===== src/sv/assert_macros.svh =====
// Assertion macros shared by the RTL files of the TapeAlert log page filter.
// Depends on nothing; include by bare file name inside a module body.
`ifndef ASSERT_MACROS_SVH
`define ASSERT_MACROS_SVH

// Same-cycle implication, held off while reset is asserted.
`define CHECK_IMPLY(lbl, clk, rst_n, ante, cons) \
	lbl: assert property (@(posedge clk) disable iff (!rst_n) (ante) |-> (cons)) \
		else $error("implication check failed");

// Next-cycle implication, held off while reset is asserted.
`define CHECK_NEXT(lbl, clk, rst_n, ante, cons) \
	lbl: assert property (@(posedge clk) disable iff (!rst_n) (ante) |=> (cons)) \
		else $error("next-cycle check failed");

`endif


===== src/sv/tlpf_pkg.sv =====
// Package of the TapeAlert log page filter: sizes, page constants, status codes,
// register indexes and the parse summary passed from parser to result stage.
// Depends on nothing.
package tlpf_pkg;

	localparam int PAGE_BYTES = 256;
	localparam int MAX_FLAGS  = 64;

	localparam int BYTE_W    = 8;
	localparam int MEDIA_W   = 48;
	localparam int FLAGS_W   = 64;
	localparam int COUNT_W   = 7;
	localparam int LEN_W     = 16;
	localparam int CFG_IDX_W = 2;
	localparam int POS_W     = $clog2(PAGE_BYTES + 1);
	localparam int IDX_W     = $clog2(MAX_FLAGS + 1);

	localparam logic [BYTE_W-1:0] PAGE_CODE = 8'h2e;

	// Bit positions of the cleaning related alert flags (flag n is bit n-1).
	localparam int BIT_CLEAN_NOW      = 19;
	localparam int BIT_CLEAN_PERIODIC = 20;
	localparam int BIT_EXPIRED_MEDIA  = 21;
	localparam int BIT_INVALID_MEDIA  = 22;
	localparam int BIT_VENDOR_CLEAN   = 23;

	localparam logic [CFG_IDX_W-1:0] CFG_ALERT_ENABLE     = 2'd0;
	localparam logic [CFG_IDX_W-1:0] CFG_AUTOCLEAN_ENABLE = 2'd1;
	localparam logic [CFG_IDX_W-1:0] CFG_VENDOR_CLEAN_BIT = 2'd2;

	typedef enum logic [2:0] {
		ST_NEW_ALERTS  = 3'd0,
		ST_DISABLED    = 3'd1,
		ST_NONE_ACTIVE = 3'd2,
		ST_ALREADY_SEEN = 3'd3,
		ST_SHORT       = 3'd4,
		ST_BAD_CODE    = 3'd5,
		ST_SEQ_ERROR   = 3'd6
	} status_t;

	// Page state as it stands after the byte being consumed.
	typedef struct packed {
		logic               short_page;
		logic               code_ok;
		logic               seq_err;
		logic [IDX_W-1:0]   count;
		logic [FLAGS_W-1:0] flags;
	} parse_sum_t;

endpackage


===== src/sv/tlpf_parser.sv =====
// Byte-wise parser of one TapeAlert log page: header checks and 5-byte flag parameters.
// Depends on tlpf_pkg.
module tlpf_parser (
	input  logic                           clk,
	input  logic                           arst_n,
	input  logic                           take,
	input  logic                           last,
	input  logic [tlpf_pkg::BYTE_W-1:0]    page_byte,
	output tlpf_pkg::parse_sum_t           sum
);
	import tlpf_pkg::*;

	typedef enum logic [2:0] {
		PB_CODE_HI,
		PB_CODE_LO,
		PB_CONTROL,
		PB_LENGTH,
		PB_VALUE
	} pbyte_t;

	logic [POS_W-1:0]   pos_q, pos_n;
	logic               ok_q, ok_n;
	logic [LEN_W-1:0]   len_q, len_n;
	logic [IDX_W-1:0]   idx_q, idx_n;
	pbyte_t             pb_q, pb_n;
	logic [BYTE_W-1:0]  code_hi_q, code_hi_n;
	logic [FLAGS_W-1:0] flags_q, flags_n;
	logic               stop_q, stop_n;
	logic               seq_q, seq_n;
	logic [IDX_W+2:0]   five_idx;

	assign five_idx = (IDX_W+3)'({idx_q, 2'b00}) + (IDX_W+3)'(idx_q);

	always_comb begin
		pos_n     = pos_q;
		ok_n      = ok_q;
		len_n     = len_q;
		idx_n     = idx_q;
		pb_n      = pb_q;
		code_hi_n = code_hi_q;
		flags_n   = flags_q;
		stop_n    = stop_q;
		seq_n     = seq_q;
		if (pos_q < POS_W'(PAGE_BYTES)) begin
			pos_n = pos_q + POS_W'(1);
			if (pos_q == POS_W'(0)) begin
				ok_n = (page_byte == PAGE_CODE);
			end else if (pos_q == POS_W'(2)) begin
				len_n = {page_byte, 8'h00};
			end else if (pos_q == POS_W'(3)) begin
				len_n = {len_q[LEN_W-1:BYTE_W], page_byte};
			end else if (pos_q >= POS_W'(4) && !stop_q) begin
				case (pb_q)
					PB_CODE_HI: begin
						if (idx_q >= IDX_W'(MAX_FLAGS) || LEN_W'(five_idx) >= len_q) begin
							stop_n = 1'b1;
						end else begin
							code_hi_n = page_byte;
							pb_n      = PB_CODE_LO;
						end
					end
					PB_CODE_LO: begin
						if ({code_hi_q, page_byte} != LEN_W'(idx_q) + LEN_W'(1)) begin
							stop_n = 1'b1;
							// A broken sequence is only an error before any flag is set.
							seq_n  = (flags_q == '0);
						end else begin
							pb_n = PB_CONTROL;
						end
					end
					PB_CONTROL: begin
						pb_n = PB_LENGTH;
					end
					PB_LENGTH: begin
						if (page_byte != 8'd1) begin
							stop_n = 1'b1;
						end else begin
							pb_n = PB_VALUE;
						end
					end
					PB_VALUE: begin
						if (page_byte != '0) begin
							flags_n = flags_q | (FLAGS_W'(1) << idx_q);
						end
						idx_n = idx_q + IDX_W'(1);
						pb_n  = PB_CODE_HI;
					end
					default: begin
						pb_n = PB_CODE_HI;
					end
				endcase
			end
		end
	end

	assign sum.short_page = (pos_n < POS_W'(4));
	assign sum.code_ok    = ok_n;
	assign sum.seq_err    = seq_n;
	assign sum.count      = idx_n;
	assign sum.flags      = flags_n;

	always_ff @(posedge clk or negedge arst_n) begin
		if (!arst_n) begin
			pos_q     <= '0;
			ok_q      <= 1'b0;
			len_q     <= '0;
			idx_q     <= '0;
			pb_q      <= PB_CODE_HI;
			code_hi_q <= '0;
			flags_q   <= '0;
			stop_q    <= 1'b0;
			seq_q     <= 1'b0;
		end else if (take) begin
			if (last) begin
				pos_q     <= '0;
				ok_q      <= 1'b0;
				len_q     <= '0;
				idx_q     <= '0;
				pb_q      <= PB_CODE_HI;
				code_hi_q <= '0;
				flags_q   <= '0;
				stop_q    <= 1'b0;
				seq_q     <= 1'b0;
			end else begin
				pos_q     <= pos_n;
				ok_q      <= ok_n;
				len_q     <= len_n;
				idx_q     <= idx_n;
				pb_q      <= pb_n;
				code_hi_q <= code_hi_n;
				flags_q   <= flags_n;
				stop_q    <= stop_n;
				seq_q     <= seq_n;
			end
		end
	end

endmodule


===== src/sv/tlpf_result.sv =====
// Result stage: status decision, per-volume seen-flag filter, cleaning bits, output register.
// Depends on tlpf_pkg.
module tlpf_result (
	input  logic                           clk,
	input  logic                           arst_n,
	input  logic                           load,
	input  tlpf_pkg::parse_sum_t           sum,
	input  logic [tlpf_pkg::MEDIA_W-1:0]   media,
	input  logic                           alert_en,
	input  logic                           autoclean_en,
	input  logic                           vendor_clean,
	input  logic                           out_ready,
	output logic                           out_valid,
	output logic [2:0]                     status,
	output logic [tlpf_pkg::FLAGS_W-1:0]   alert_flags,
	output logic [tlpf_pkg::COUNT_W-1:0]   flag_count,
	output logic                           clean_required,
	output logic                           clean_requested,
	output logic                           cleaning_media_expired,
	output logic                           cleaning_media_invalid,
	output logic                           clean_status_valid
);
	import tlpf_pkg::*;

	logic [FLAGS_W-1:0] seen_flags_q;
	logic [MEDIA_W-1:0] seen_media_q;
	logic               out_valid_q;

	status_t            st;
	logic [FLAGS_W-1:0] flags;
	logic [COUNT_W-1:0] count;
	logic               same_media;
	logic               csv;

	assign same_media = (media == seen_media_q);

	always_comb begin
		flags = '0;
		count = '0;
		if (!alert_en) begin
			st = ST_DISABLED;
		end else if (sum.short_page) begin
			st = ST_SHORT;
		end else if (!sum.code_ok) begin
			st = ST_BAD_CODE;
		end else if (sum.seq_err) begin
			st    = ST_SEQ_ERROR;
			count = COUNT_W'(sum.count);
		end else begin
			flags = sum.flags;
			count = COUNT_W'(sum.count);
			if (sum.flags == '0) begin
				st = ST_NONE_ACTIVE;
			end else if (same_media && (sum.flags & ~seen_flags_q) == '0) begin
				st = ST_ALREADY_SEEN;
			end else begin
				st = ST_NEW_ALERTS;
			end
		end
	end

	assign csv = (st == ST_NEW_ALERTS) && autoclean_en;

	always_ff @(posedge clk or negedge arst_n) begin
		if (!arst_n) begin
			out_valid_q  <= 1'b0;
			seen_flags_q <= '0;
			seen_media_q <= '0;
		end else begin
			if (load) begin
				out_valid_q <= 1'b1;
			end else if (out_ready) begin
				out_valid_q <= 1'b0;
			end
			if (load && st == ST_NEW_ALERTS) begin
				// Same volume accumulates; a different volume starts afresh.
				seen_flags_q <= same_media ? (seen_flags_q | sum.flags) : sum.flags;
				seen_media_q <= media;
			end
		end
	end

	always_ff @(posedge clk) begin
		if (load) begin
			status                 <= st;
			alert_flags            <= flags;
			flag_count             <= count;
			clean_status_valid     <= csv;
			clean_required         <= csv & flags[BIT_CLEAN_NOW];
			clean_requested        <= csv & (vendor_clean ? flags[BIT_VENDOR_CLEAN]
			                                              : flags[BIT_CLEAN_PERIODIC]);
			cleaning_media_expired <= csv & flags[BIT_EXPIRED_MEDIA];
			cleaning_media_invalid <= csv & flags[BIT_INVALID_MEDIA];
		end
	end

	assign out_valid = out_valid_q;

endmodule


===== src/sv/tapealert_log_page_filter.sv =====
// TapeAlert log page filter, top level: input register, configuration registers,
// parser and result stage. Depends on tlpf_pkg, tlpf_parser, tlpf_result, assert_macros.svh.
//
// The block takes a TapeAlert log page (page code 0x2e) one byte per input transfer,
// starting at byte 0, with last_byte marking the final byte, and gives one result
// transfer per page. It accepts one byte every cycle unless stalled: each byte is
// captured in an input register and consumed by the parser from there, and the
// result of a page is loaded into the output register as its final byte leaves the
// input register. The input side stalls only when a page's final byte sits in the
// input register while the previous result has not yet been taken; bytes that are
// not final keep flowing regardless of the output side.
// Bytes at position PAGE_BYTES and beyond are ignored, at most MAX_FLAGS flag
// parameters are parsed, and alert flags already reported for the mounted volume
// (media_id) are filtered out: status 0 means new alerts, and only then, with
// autoclean enabled, are the cleaning bits meaningful.
// Configuration writes take effect at once and are meant to be made while idle.
module tapealert_log_page_filter (
	input  logic                               clk,
	input  logic                               arst_n,
	input  logic                               cfg_we,
	input  logic [tlpf_pkg::CFG_IDX_W-1:0]     cfg_index,
	input  logic                               cfg_wdata,
	input  logic                               in_valid,
	output logic                               in_ready,
	input  logic [tlpf_pkg::BYTE_W-1:0]        page_byte,
	input  logic                               last_byte,
	input  logic [tlpf_pkg::MEDIA_W-1:0]       media_id,
	output logic                               out_valid,
	input  logic                               out_ready,
	output logic [2:0]                         status,
	output logic [tlpf_pkg::FLAGS_W-1:0]       alert_flags,
	output logic [tlpf_pkg::COUNT_W-1:0]       flag_count,
	output logic                               clean_required,
	output logic                               clean_requested,
	output logic                               cleaning_media_expired,
	output logic                               cleaning_media_invalid,
	output logic                               clean_status_valid
);
	import tlpf_pkg::*;
	`include "assert_macros.svh"

	// Configuration registers.
	logic alert_en_q;
	logic autoclean_en_q;
	logic vendor_clean_q;

	// Input register.
	logic               valid_s1;
	logic [BYTE_W-1:0]  byte_s1;
	logic               last_s1;
	logic [MEDIA_W-1:0] media_s1;

	logic       out_free;
	logic       s1_fire;
	logic       in_fire;
	parse_sum_t sum;

	// Summaries of the result used by the checks below.
	logic       clean_any;
	logic       err_result;

	always_ff @(posedge clk or negedge arst_n) begin
		if (!arst_n) begin
			alert_en_q     <= 1'b0;
			autoclean_en_q <= 1'b0;
			vendor_clean_q <= 1'b0;
		end else if (cfg_we) begin
			case (cfg_index)
				CFG_ALERT_ENABLE:     alert_en_q     <= cfg_wdata;
				CFG_AUTOCLEAN_ENABLE: autoclean_en_q <= cfg_wdata;
				CFG_VENDOR_CLEAN_BIT: vendor_clean_q <= cfg_wdata;
				default: ;
			endcase
		end
	end

	// The output register can take a result if it is empty or being drained.
	assign out_free = !out_valid || out_ready;
	// A non-final byte always moves on; a final byte needs room for its result.
	assign s1_fire  = valid_s1 && (!last_s1 || out_free);
	assign in_ready = !valid_s1 || s1_fire;
	assign in_fire  = in_valid && in_ready;

	always_ff @(posedge clk or negedge arst_n) begin
		if (!arst_n) begin
			valid_s1 <= 1'b0;
		end else if (in_fire) begin
			valid_s1 <= 1'b1;
		end else if (s1_fire) begin
			valid_s1 <= 1'b0;
		end
	end

	always_ff @(posedge clk) begin
		if (in_fire) begin
			byte_s1  <= page_byte;
			last_s1  <= last_byte;
			media_s1 <= media_id;
		end
	end

	tlpf_parser u_parser (
		.clk       (clk),
		.arst_n    (arst_n),
		.take      (s1_fire),
		.last      (last_s1),
		.page_byte (byte_s1),
		.sum       (sum)
	);

	tlpf_result u_result (
		.clk                    (clk),
		.arst_n                 (arst_n),
		.load                   (s1_fire && last_s1),
		.sum                    (sum),
		.media                  (media_s1),
		.alert_en               (alert_en_q),
		.autoclean_en           (autoclean_en_q),
		.vendor_clean           (vendor_clean_q),
		.out_ready              (out_ready),
		.out_valid              (out_valid),
		.status                 (status),
		.alert_flags            (alert_flags),
		.flag_count             (flag_count),
		.clean_required         (clean_required),
		.clean_requested        (clean_requested),
		.cleaning_media_expired (cleaning_media_expired),
		.cleaning_media_invalid (cleaning_media_invalid),
		.clean_status_valid     (clean_status_valid)
	);

	assign clean_any  = clean_required || clean_requested ||
	                    cleaning_media_expired || cleaning_media_invalid;
	assign err_result = (status == ST_DISABLED) || (status == ST_SHORT) ||
	                    (status == ST_BAD_CODE) || (status == ST_SEQ_ERROR);

	// The input side only stalls behind a final byte waiting on a full output register.
	`CHECK_IMPLY(a_stall_cause, clk, arst_n, !in_ready, valid_s1 && last_s1 && !out_free)
	// A final byte leaving the input register always produces a result.
	`CHECK_NEXT(a_last_gives_result, clk, arst_n, s1_fire && last_s1, out_valid)
	// Cleaning bits are only ever set alongside a valid cleaning status on new alerts.
	`CHECK_IMPLY(a_clean_gated, clk, arst_n, out_valid && clean_any, clean_status_valid)
	// Error and disabled results carry no flags.
	`CHECK_IMPLY(a_err_no_flags, clk, arst_n, out_valid && err_result, alert_flags == '0)

endmodule


===== config.mk =====
export PLATFORM = sky130hd
export DESIGN_NAME = tapealert_log_page_filter
export DESIGN_NICKNAME = d
export VERILOG_FILES = /design/src/sv/tlpf_pkg.sv /design/src/sv/tlpf_parser.sv /design/src/sv/tlpf_result.sv /design/src/sv/tapealert_log_page_filter.sv
export VERILOG_INCLUDE_DIRS = /design/src /design/src/sv
export SDC_FILE = /design/constraint.sdc
export NUM_CORES = 1
export LEC_CHECK = 0
export ABC_AREA = 1
export ABC_CLOCK_PERIOD_IN_PS = 4950
export BUFFER_PORTS_ARGS = -buffer_cell sky130_fd_sc_hd__buf_2
export CAP_MARGIN = 5
export CORE_MARGIN = 8
export CORE_UTILIZATION = 65
export DETAILED_ROUTE_END_ITERATION = 16
export GPL_TIMING_DRIVEN = 0
export PLACE_DENSITY = 0.92
export SYNTH_ARGS = -nofsm -noshare
export SYNTH_HDL_FRONTEND = slang
export SYNTH_HIERARCHICAL = 1
export SYNTH_SLANG_ARGS = --single-unit

===== constraint.sdc =====
create_clock -name clk -period 4.95 [get_ports clk]
set_input_delay 0.7425 -clock clk [delete_from_list [all_inputs] [get_ports clk]]
set_output_delay 0.7425 -clock clk [all_outputs]
set_load 0.01 [all_outputs]

* Word-level counts from Yosys, hierarchy flattened
Cells that the tools add are included.
Cells by class: add/sub/neg operators 4, magnitude comparators 5, equality and inequality tests 22, shifts and indexed selects 1, multiplexer cells 77, bitwise gates (word level) 10, reduce and logical (&&, ||, !) cells 41
Operators with widths (number):
- $mux 64 | 9
- $logic_not 64->1 | 3
- $or 64x64->64 | 2
- $mux 24 | 4
- $mux 8 | 9
- $and 64x64->64 | 1
- $mux 16 | 4
- $not 64->64 | 1
- $shl 1x7->64 const A | 1
- $mux 7 | 7
- $eq 48x48->1 | 1
- $mux 3 | 14
- $mux 1 | 25
- $eq 9x2->1 const B | 2
- $mux 9 | 2
- $ge 10x16->1 | 1
- $ne 16x16->1 | 1
- $pmux 3 s4 | 1
- $reduce_bool 2->1 | 6
- $add 9x7->10 | 1
- $reduce_and 10->1 | 1
- $add 9x1->9 const B | 1
- $ge 9x3->1 const B | 1
- $logic_not 9->1 | 1
- other kinds (33) | 61
Word-level totals: bits in registers 363, input port bits 65, output and inout bits 81, logic and storage cells 189

* Logic depth before layout (Yosys ltp)
Gate-level depths: netlist of run 1.
word-level depth 21, depth in mapped cells 26, depth with buffers taken out 23

* Modules after synthesis
Netlist of run 1, hierarchy kept.
Modules (own cells, without submodules):
- tlpf_result | times used 1, cells each 1266, area each 9940.8 µm², sequential area each 5200.0 µm²
- tlpf_parser | times used 1, cells each 941, area each 6884.1 µm², sequential area each 2752.6 µm²
- tapealert_log_page_filter | times used 1, cells each 85, area each 1926.8 µm², sequential area each 1811.7 µm²

* Worst setup path after synthesis of run 1
No wires, ideal clock.
path kind input to register, from input port out_ready, to register u_result.seen_flags_q[36], library setup time 67 ps, data arrival time 3520 ps, required time 4883 ps, path slack 1364 ps, cell stages on the path 9, cell sequence inv_1 nand3_1 nand3_1 inv_1 clkbuf_1 clkbuf_1 clkbuf_1 nand4_1 nand2_1
Between the ends: word-level cells in the longest chain between the ends 5
Ends and longest elaborated chain:
- from (decl) | RTL line tapealert_log_page_filter.sv:29 | input logic out_ready,
- $logic_or 1x1->1 | RTL line tapealert_log_page_filter.sv:78 | assign out_free = !out_valid || out_ready;
- $logic_or 1x1->1 | RTL line tapealert_log_page_filter.sv:80 | assign s1_fire = valid_s1 && (!last_s1 || out_free);
- $logic_and 1x1->1 | RTL line tapealert_log_page_filter.sv:80
- $logic_and 1x1->1 | RTL line tapealert_log_page_filter.sv:114 | .load (s1_fire && last_s1),
- $logic_and 1x1->1 | RTL line tlpf_result.sv:75 | if (load && st == ST_NEW_ALERTS) begin
- to (signal assigned) | RTL line tlpf_result.sv:77 | seen_flags_q <= same_media ? (seen_flags_q | sum.flags) : sum.flags;
- to (decl) | RTL line tlpf_result.sv:25 | logic [FLAGS_W-1:0] seen_flags_q;
Every way passes these cells. A chain may end at the register's enable or synchronous reset.

==> out/results.ini, run 1 <==
[timing]
min_period_ns=4.62
fin_skew_ns=0.0192
fmax_mhz=217
slew_violations=0
setup_violations=0
worst_pin_slew_ns=0.940
min_period_over_period_pct=93.2
rsz0062_at_grt=false
hold_viol_final=0
tns_ns=0
relSlewSlack_pct=37.3

[cells_and_area]
drive_gt1_share_pct=11.3
final_common_cell=nand2_1
final_core_util_pct=74.7
area_delta_synth_final_pct=13.7
antennaDiodeCount=0
mostFrequentLayoutCells=636 x nand2_1, 334 x inv_1, 237 x nor2_1
nets=2570
fillCellCount=2021

[pwr]
p_per_area_nw_per_um2=375
leakagePower_nw=10.3
peakVddDrop_v=0.000349

[floorplan]
core_area_sq_um=28500
fp.dieW_um=186
initial_core_util_pct=65.7
dieArea_sq_um=34500
rows=62
fp.dieH_um=186
ioPinCount=146

[yosys]
avgSynthCellArea_sq_um=8.18
async_reset_ff_share_pct=62.5
synth_fp_nets=2382
syn-instance-count=2292
synth_flop_cell=dfrtp_1
synth_cell_types=48
synth-edff-count=136
ys_seq_area_share_pct=52.1
synth-seq-cells=363
synth_area_sq_um=18800
yosysWarnings=6

[status]
outcome=finished clean

[routing]
via_per_inst=5.83
wl_per_cell_um=18.4
drc=0
num_vias=16900
drt_wl_total_um=53300
drt-initial-drc-count=1807
dr.pass1.iters=6
ant_nets=0

[global_route]
grt_pass1_wl_um=84900
grt_use_total_pct=31.1
grt_overflow=0
grt_pass1_vias=16600
grt_max_degree=97
antenna_found_initial=0

[clocking]
ctsResizeCount=0
insertion_delay_ns=0.53
cts_root_buf=clkbuf_16
clkSinkCount=363
cts_tree=built
cts_buffers=37
clockBufferDepth=3
clkTransAtPathRegs_ns=0.06
hold_buffers=0
htree_levels=2
cts_setup_buffers=0

[setup_path]
crit_path_end_kind=flip-flop
arrival_ns=5.07
start_kind=flip-flop
required_ns=5.41
path_class=reg -> reg
path_max_fanout=10

[job]
maxCapViolations=0

[placement]
dp_hpwl_um=38300
port_buffers=145
gp_congestion=0.969

[min_path]
hold_class=in -> async

layout make-up:
class / instances / area (sq um) / share of cell area [%]
sequential: 363 / 9760 / 45.8
clock inverter: 16 / 181 / 0.851
multi-input combinational: 1491 / 7230 / 33.9
inverter: 344 / 1290 / 6.07
buffer: 94 / 470 / 2.21
clock buffer: 52 / 1070 / 5.00
timing repair buffer: 149 / 838 / 3.93
tap: 384 / 480 / 2.25
power by group:
group	internal, mW	switching, mW
logic	0.474	0.917
registers	3.47	0.264
clock network	1.72	1.15
registers in the layout (all words and copies together), names as in the netlist, 3 cells and up:
register / count
u_result/seen_flags_q: 64
u_parser/code_hi_q: 8
media_s1: 48
u_result/alert_flags: 64
u_parser/pb_q: 3
u_parser/idx_q: 7
u_parser/pos_q: 9
u_result/flag_count: 7
u_parser/flags_q: 64
u_result/seen_media_q: 48
u_parser/len_q: 16
byte_s1: 8
u_result/status: 3
synth_stat cells (2+ instances only):
cell type	n	area, sq um
a21boi_0	2	15.0
a21oi_1	47	235
a22oi_1	16	120
a22oi_2	2	25.0
a31oi_1	6	37.5
and2_1	23	144
buf_1	14	52.6
buf_2	22	110
buf_4	2	15.0
buf_6	11	124
clkbuf_1	45	169
clkinv_1	5	18.8
dfrtp_1	227	5680
edfxtp_1	136	4080
ha_1	24	300
inv_1	336	1260
inv_2	3	11.3
nand2_1	636	2390
nand2_2	8	50.1
nand2_4	2	22.5
nand3_1	76	380
nand3_2	3	30.0
nand4_1	152	951
nand4_2	2	25.0
nor2_1	237	890
nor2_2	2	12.5
nor2_4	5	56.3
nor3_1	20	100
nor4_1	2	12.5
o21a_1	5	37.5
o21ai_0	130	651
o21ai_1	11	55.1
o21ai_2	9	78.8
o22ai_1	8	50.1
o31ai_1	2	15.0
or2_1	2	12.5
or2_2	3	18.8
xnor2_1	18	158
xor2_1	29	254
final timing paths:
path / startpoint / endpoint / slack [ns] / cells after the start
max: u_parser/pos_q[0] / u_result/seen_flags_q[29] / 0.33 / 19
min: arst_n / u_result/seen_media_q[10] / 0.16 / 1
max reg2reg: u_parser/pos_q[0] / u_result/seen_flags_q[29] / 0.33 / 19
min reg2reg: u_result/seen_flags_q[43] / u_result/seen_flags_q[43] / 0.47 / 2
max in group asynchronous: arst_n / u_result/seen_flags_q[2] / 3.92 / 2
min in group clk: media_id[25] / media_s1[25] / 0.39 / 1
logic make-up after synthesis:
logic type | after synthesis | share of synthesized area, %
AND/OR/NAND/NOR | 1176 | 27.4
buffers and inverters | 438 | 9.39
flip-flops | 363 | 52.1
AO/OA/AOI/OAI | 243 | 7.28
XOR/XNOR | 47 | 2.20
adder cells (fa/ha/maj) | 25 | 1.71
per-layer routing:
layer | part of all wire, % | GRT usage (%) | up-vias
met5 | 0 | 0 | -
met4 | 5.0 | 15.2 | 0
met3 | 9.3 | 5.19 | 171
met2 | 48 | 51.7 | 1015
met1 | 38 | 39.3 | 7930
li1 | - | - | 7756
per-stage QoR:
step / setup slack (ns) / total power [mW] / hold WS (ns) / cells / cell area (sq um)
after CTS: 0.520 / 8.00 / 0.171 / 2893 / 21300
after detailed placement: 0.580 / 5.11 / 0.458 / 2825 / 20100
after floorplan: 1.36 / 4.67 / 0.442 / 2292 / 18800
final: 0.335 / 7.99 / 0.163 / 2893 / 21300
after global placement: -0.945 / 5.00 / 0.453 / 2821 / 20000
after global routing: 0.132 / 8.33 / 0.196 / 2893 / 21300
worst max-delay path, cell delays in order (launching register included):
cell     delay (ns)
dfrtp_1        0.41
inv_1          0.11
ha_1           0.26
nand2_2        0.23
nand4_1        0.19
nor3_2         0.66
a21oi_1        0.24
inv_1          0.15
inv_1          0.14
nand4_1        0.13
nor2_1         0.07
nand2_1        0.06
nor2_1         0.08
a21oi_1        0.23
nand2_1        0.09
a21oi_2        0.43
buf_2          0.49
buf_2          0.30
nand4_1        0.13
nand2_1        0.14
(Power assumes the default switching activity.)
==> inputs of run 2 (changes only) <==
- CORE_ASPECT_RATIO: default -> 1.25
==> out/results.ini, run 2 (same netlist as run 1, synthesis figures left out) <==
[status]
outcome=finished clean

[floorplan]
fp.dieH_um=206  ; +11%
ioPinCount=146  ; unchanged
core_area_sq_um=28400  ; -0.50%
fp.dieW_um=168  ; -9.7%
initial_core_util_pct=66.0  ; +0.33 points
dieArea_sq_um=34600  ; about the same
rows=69  ; +11%

[timing]
fmax_mhz=212  ; -2.0%
worst_pin_slew_ns=0.914  ; -0.0258 ns
relSlewSlack_pct=38.6  ; +1.3 points
setup_violations=0  ; unchanged
min_period_over_period_pct=95.1  ; +1.9 points
slew_violations=0  ; unchanged
rsz0062_at_grt=false
min_period_ns=4.71  ; +0.0925 ns
hold_viol_final=0  ; unchanged
fin_ws_ns=0.242  ; -0.0925 ns
fin_skew_ns=0.0324  ; +0.0133 ns

[setup_path]
crit_path_end_kind=flip-flop
slowest_delay_ns=0.67  ; about the same
slowest_stage=nor3_2
path_class=reg -> reg
cp_num_buf_inv=4  ; -1
arrival_ns=5.10  ; +0.03 ns
required_ns=5.34  ; -0.07 ns
path_cells=inv_2 -> nand2_2 -> nor2_4 -> nand2_2 -> nand4_1 -> nor3_2 -> a21oi_1 -> inv_1 -> inv_1 -> nand4_1 -> nor2_1 -> nand2_1 -> nor2_1 -> a21oi_1 -> nand2_1 -> a21oi_2 -> buf_2 -> nand3_1 -> nor2_1
cpLargestDelayFamily=simple AND/OR/NAND/NOR gates
cpMostUsedCell=nor2_1
path_max_fanout=10  ; unchanged
start_kind=flip-flop

[cells_and_area]
finalNonFillerCells=2866  ; -0.93%
reg.largest.list=u_parser/flags_q x64, u_result/alert_flags x64, u_result/seen_flags_q x64
drive_gt1_share_pct=11.5  ; +0.19 points
area_delta_synth_final_pct=13.7  ; about the same
multiInputGateArea_sq_um=7230  ; unchanged
nets=2571  ; +0.039%
fillCellCount=1927  ; -4.7%
final_common_cell=nand2_1
seqCellArea_sq_um=9760  ; unchanged
mostFrequentLayoutCells=636 x nand2_1, 334 x inv_1, 237 x nor2_1
antennaDiodeCount=0  ; unchanged

[global_route]
grt_pass1_wl_um=87400  ; +3.0%
grt_pass1_vias=17300  ; +4.4%
grt_max_degree=104  ; +7.2%
grt_use_total_pct=31.8  ; +0.67 points
antenna_found_initial=1  ; +1
grt_overflow=0  ; unchanged

[routing]
wl_per_cell_um=19.0  ; +3.2%
drt_wl_total_um=54500  ; +2.2%
drt-initial-drc-count=1941  ; +7.4%
ant_nets=0  ; unchanged
num_vias=17000  ; +0.55%
via_per_inst=5.92  ; +1.5%
dr.pass1.iters=6  ; unchanged
drc=0  ; unchanged

[clocking]
htree_levels=2  ; unchanged
insertion_delay_ns=0.56  ; +0.03 ns
cts_root_buf=clkbuf_16
cts_tree=built
clockBufferDepth=3  ; unchanged
cts_buffers=38  ; +2.7%
clkTransAtPathRegs_ns=0.06  ; about the same
hold_buffers=0  ; unchanged
clkSinkCount=363  ; unchanged
ctsResizeCount=0  ; unchanged
cts_setup_buffers=0  ; unchanged

[pwr]
peakVddDrop_v=0.000416  ; +19%
leakagePower_nw=10.3  ; +0.14%
p_per_area_nw_per_um2=378  ; +0.76%

[placement]
gp_congestion=0.989  ; +2.1%
dp_cells=2796  ; -1.0%
port_buffers=145  ; unchanged
post-place-ws_ns=0.593  ; +0.0127 ns
dp_hpwl_um=39000  ; +2.0%

[job]
maxCapViolations=0  ; unchanged

[min_path]
hold_class=in -> async

[run 2: changes by cell type in the layout (fill, tap and decap cells not counted)]
cell / change
clkbuf_8: +3
clkinv_8: +3
clkbuf_1: -2
clkbuf_16: -2
bufinv_16: -1
clkinv_1: -1
clkinv_16: +1
clkinv_2: +1
clkinv_4: +1
inv_6: -1
[run 2: final timing paths]
| path | startpoint | cells after the start | slack, ns | to |
|---|---|---|---|---|
| setup / recovery | u_parser/pos_q[8] | 19 | 0.24 | u_result/cleaning_media_expired |
| hold / removal | arst_n | 1 | 0.06 | u_result/seen_media_q[17] |
| setup reg to reg | u_parser/pos_q[8] | 19 | 0.24 | u_result/cleaning_media_expired |
| hold reg to reg | u_result/seen_flags_q[57] | 2 | 0.47 | u_result/seen_flags_q[57] |
| max in group asynchronous | arst_n | 3 | 3.64 | u_result/seen_flags_q[14] |
| min in group clk | media_id[20] | 1 | 0.36 | media_s1[20] |
[run 2: layer usage]
metal	GRT usage (%)	up-vias	share of wire, %
met5	0	-	0
met4	21.7	0	6.9
met3	5.06	250	8.0
met2	55.5	990	49
met1	35.7	7960	36
li1	-	7765	-
[run 2: cell type report]
type,instances,share of cell area [%]
plain buffers,94,2.21
clock buffers,51,4.92
clock inverters,19,1.09
inverters,344,6.07
multi-input cells,1491,33.9
flip-flops and latches,363,45.8
well taps,355,2.08
repair buffers,149,3.93
[run 2: where the power goes]
part | internal, mW | switching [mW]
registers | 3.47 | 0.269
logic | 0.474 | 0.931
clock network | 1.67 | 1.24
[run 2: through the flow]
step | setup TNS [ns] | hold WS (ns) | total power, mW | util (%) | cell area, sq um
floorplan | 0 | 0.442 | 4.67 | - | 18800
global placement | -201.21 | 0.453 | 5.00 | 70.1 | 19900
detailed placement | 0 | 0.460 | 5.11 | 70.5 | 20000
CTS | 0 | 0.0543 | 8.03 | 75.1 | 21300
global route | 0 | 0.0758 | 8.39 | 75.1 | 21300
finish | 0 | 0.0641 | 8.05 | 75.1 | 21300
[run 2: worst register-to-register path, stage by stage, from the launching register on]
cell     delay (ns)
dfrtp_1        0.44
inv_2          0.14
nand2_2        0.11
nor2_4         0.07
nand2_2        0.23
nand4_1        0.21
nor3_2         0.67
a21oi_1        0.26
inv_1          0.14
inv_1          0.12
nand4_1        0.12
nor2_1         0.06
nand2_1        0.07
nor2_1         0.08
a21oi_1        0.26
nand2_1        0.11
a21oi_2        0.46
buf_2          0.43
nand3_1        0.35
nor2_1         0.22
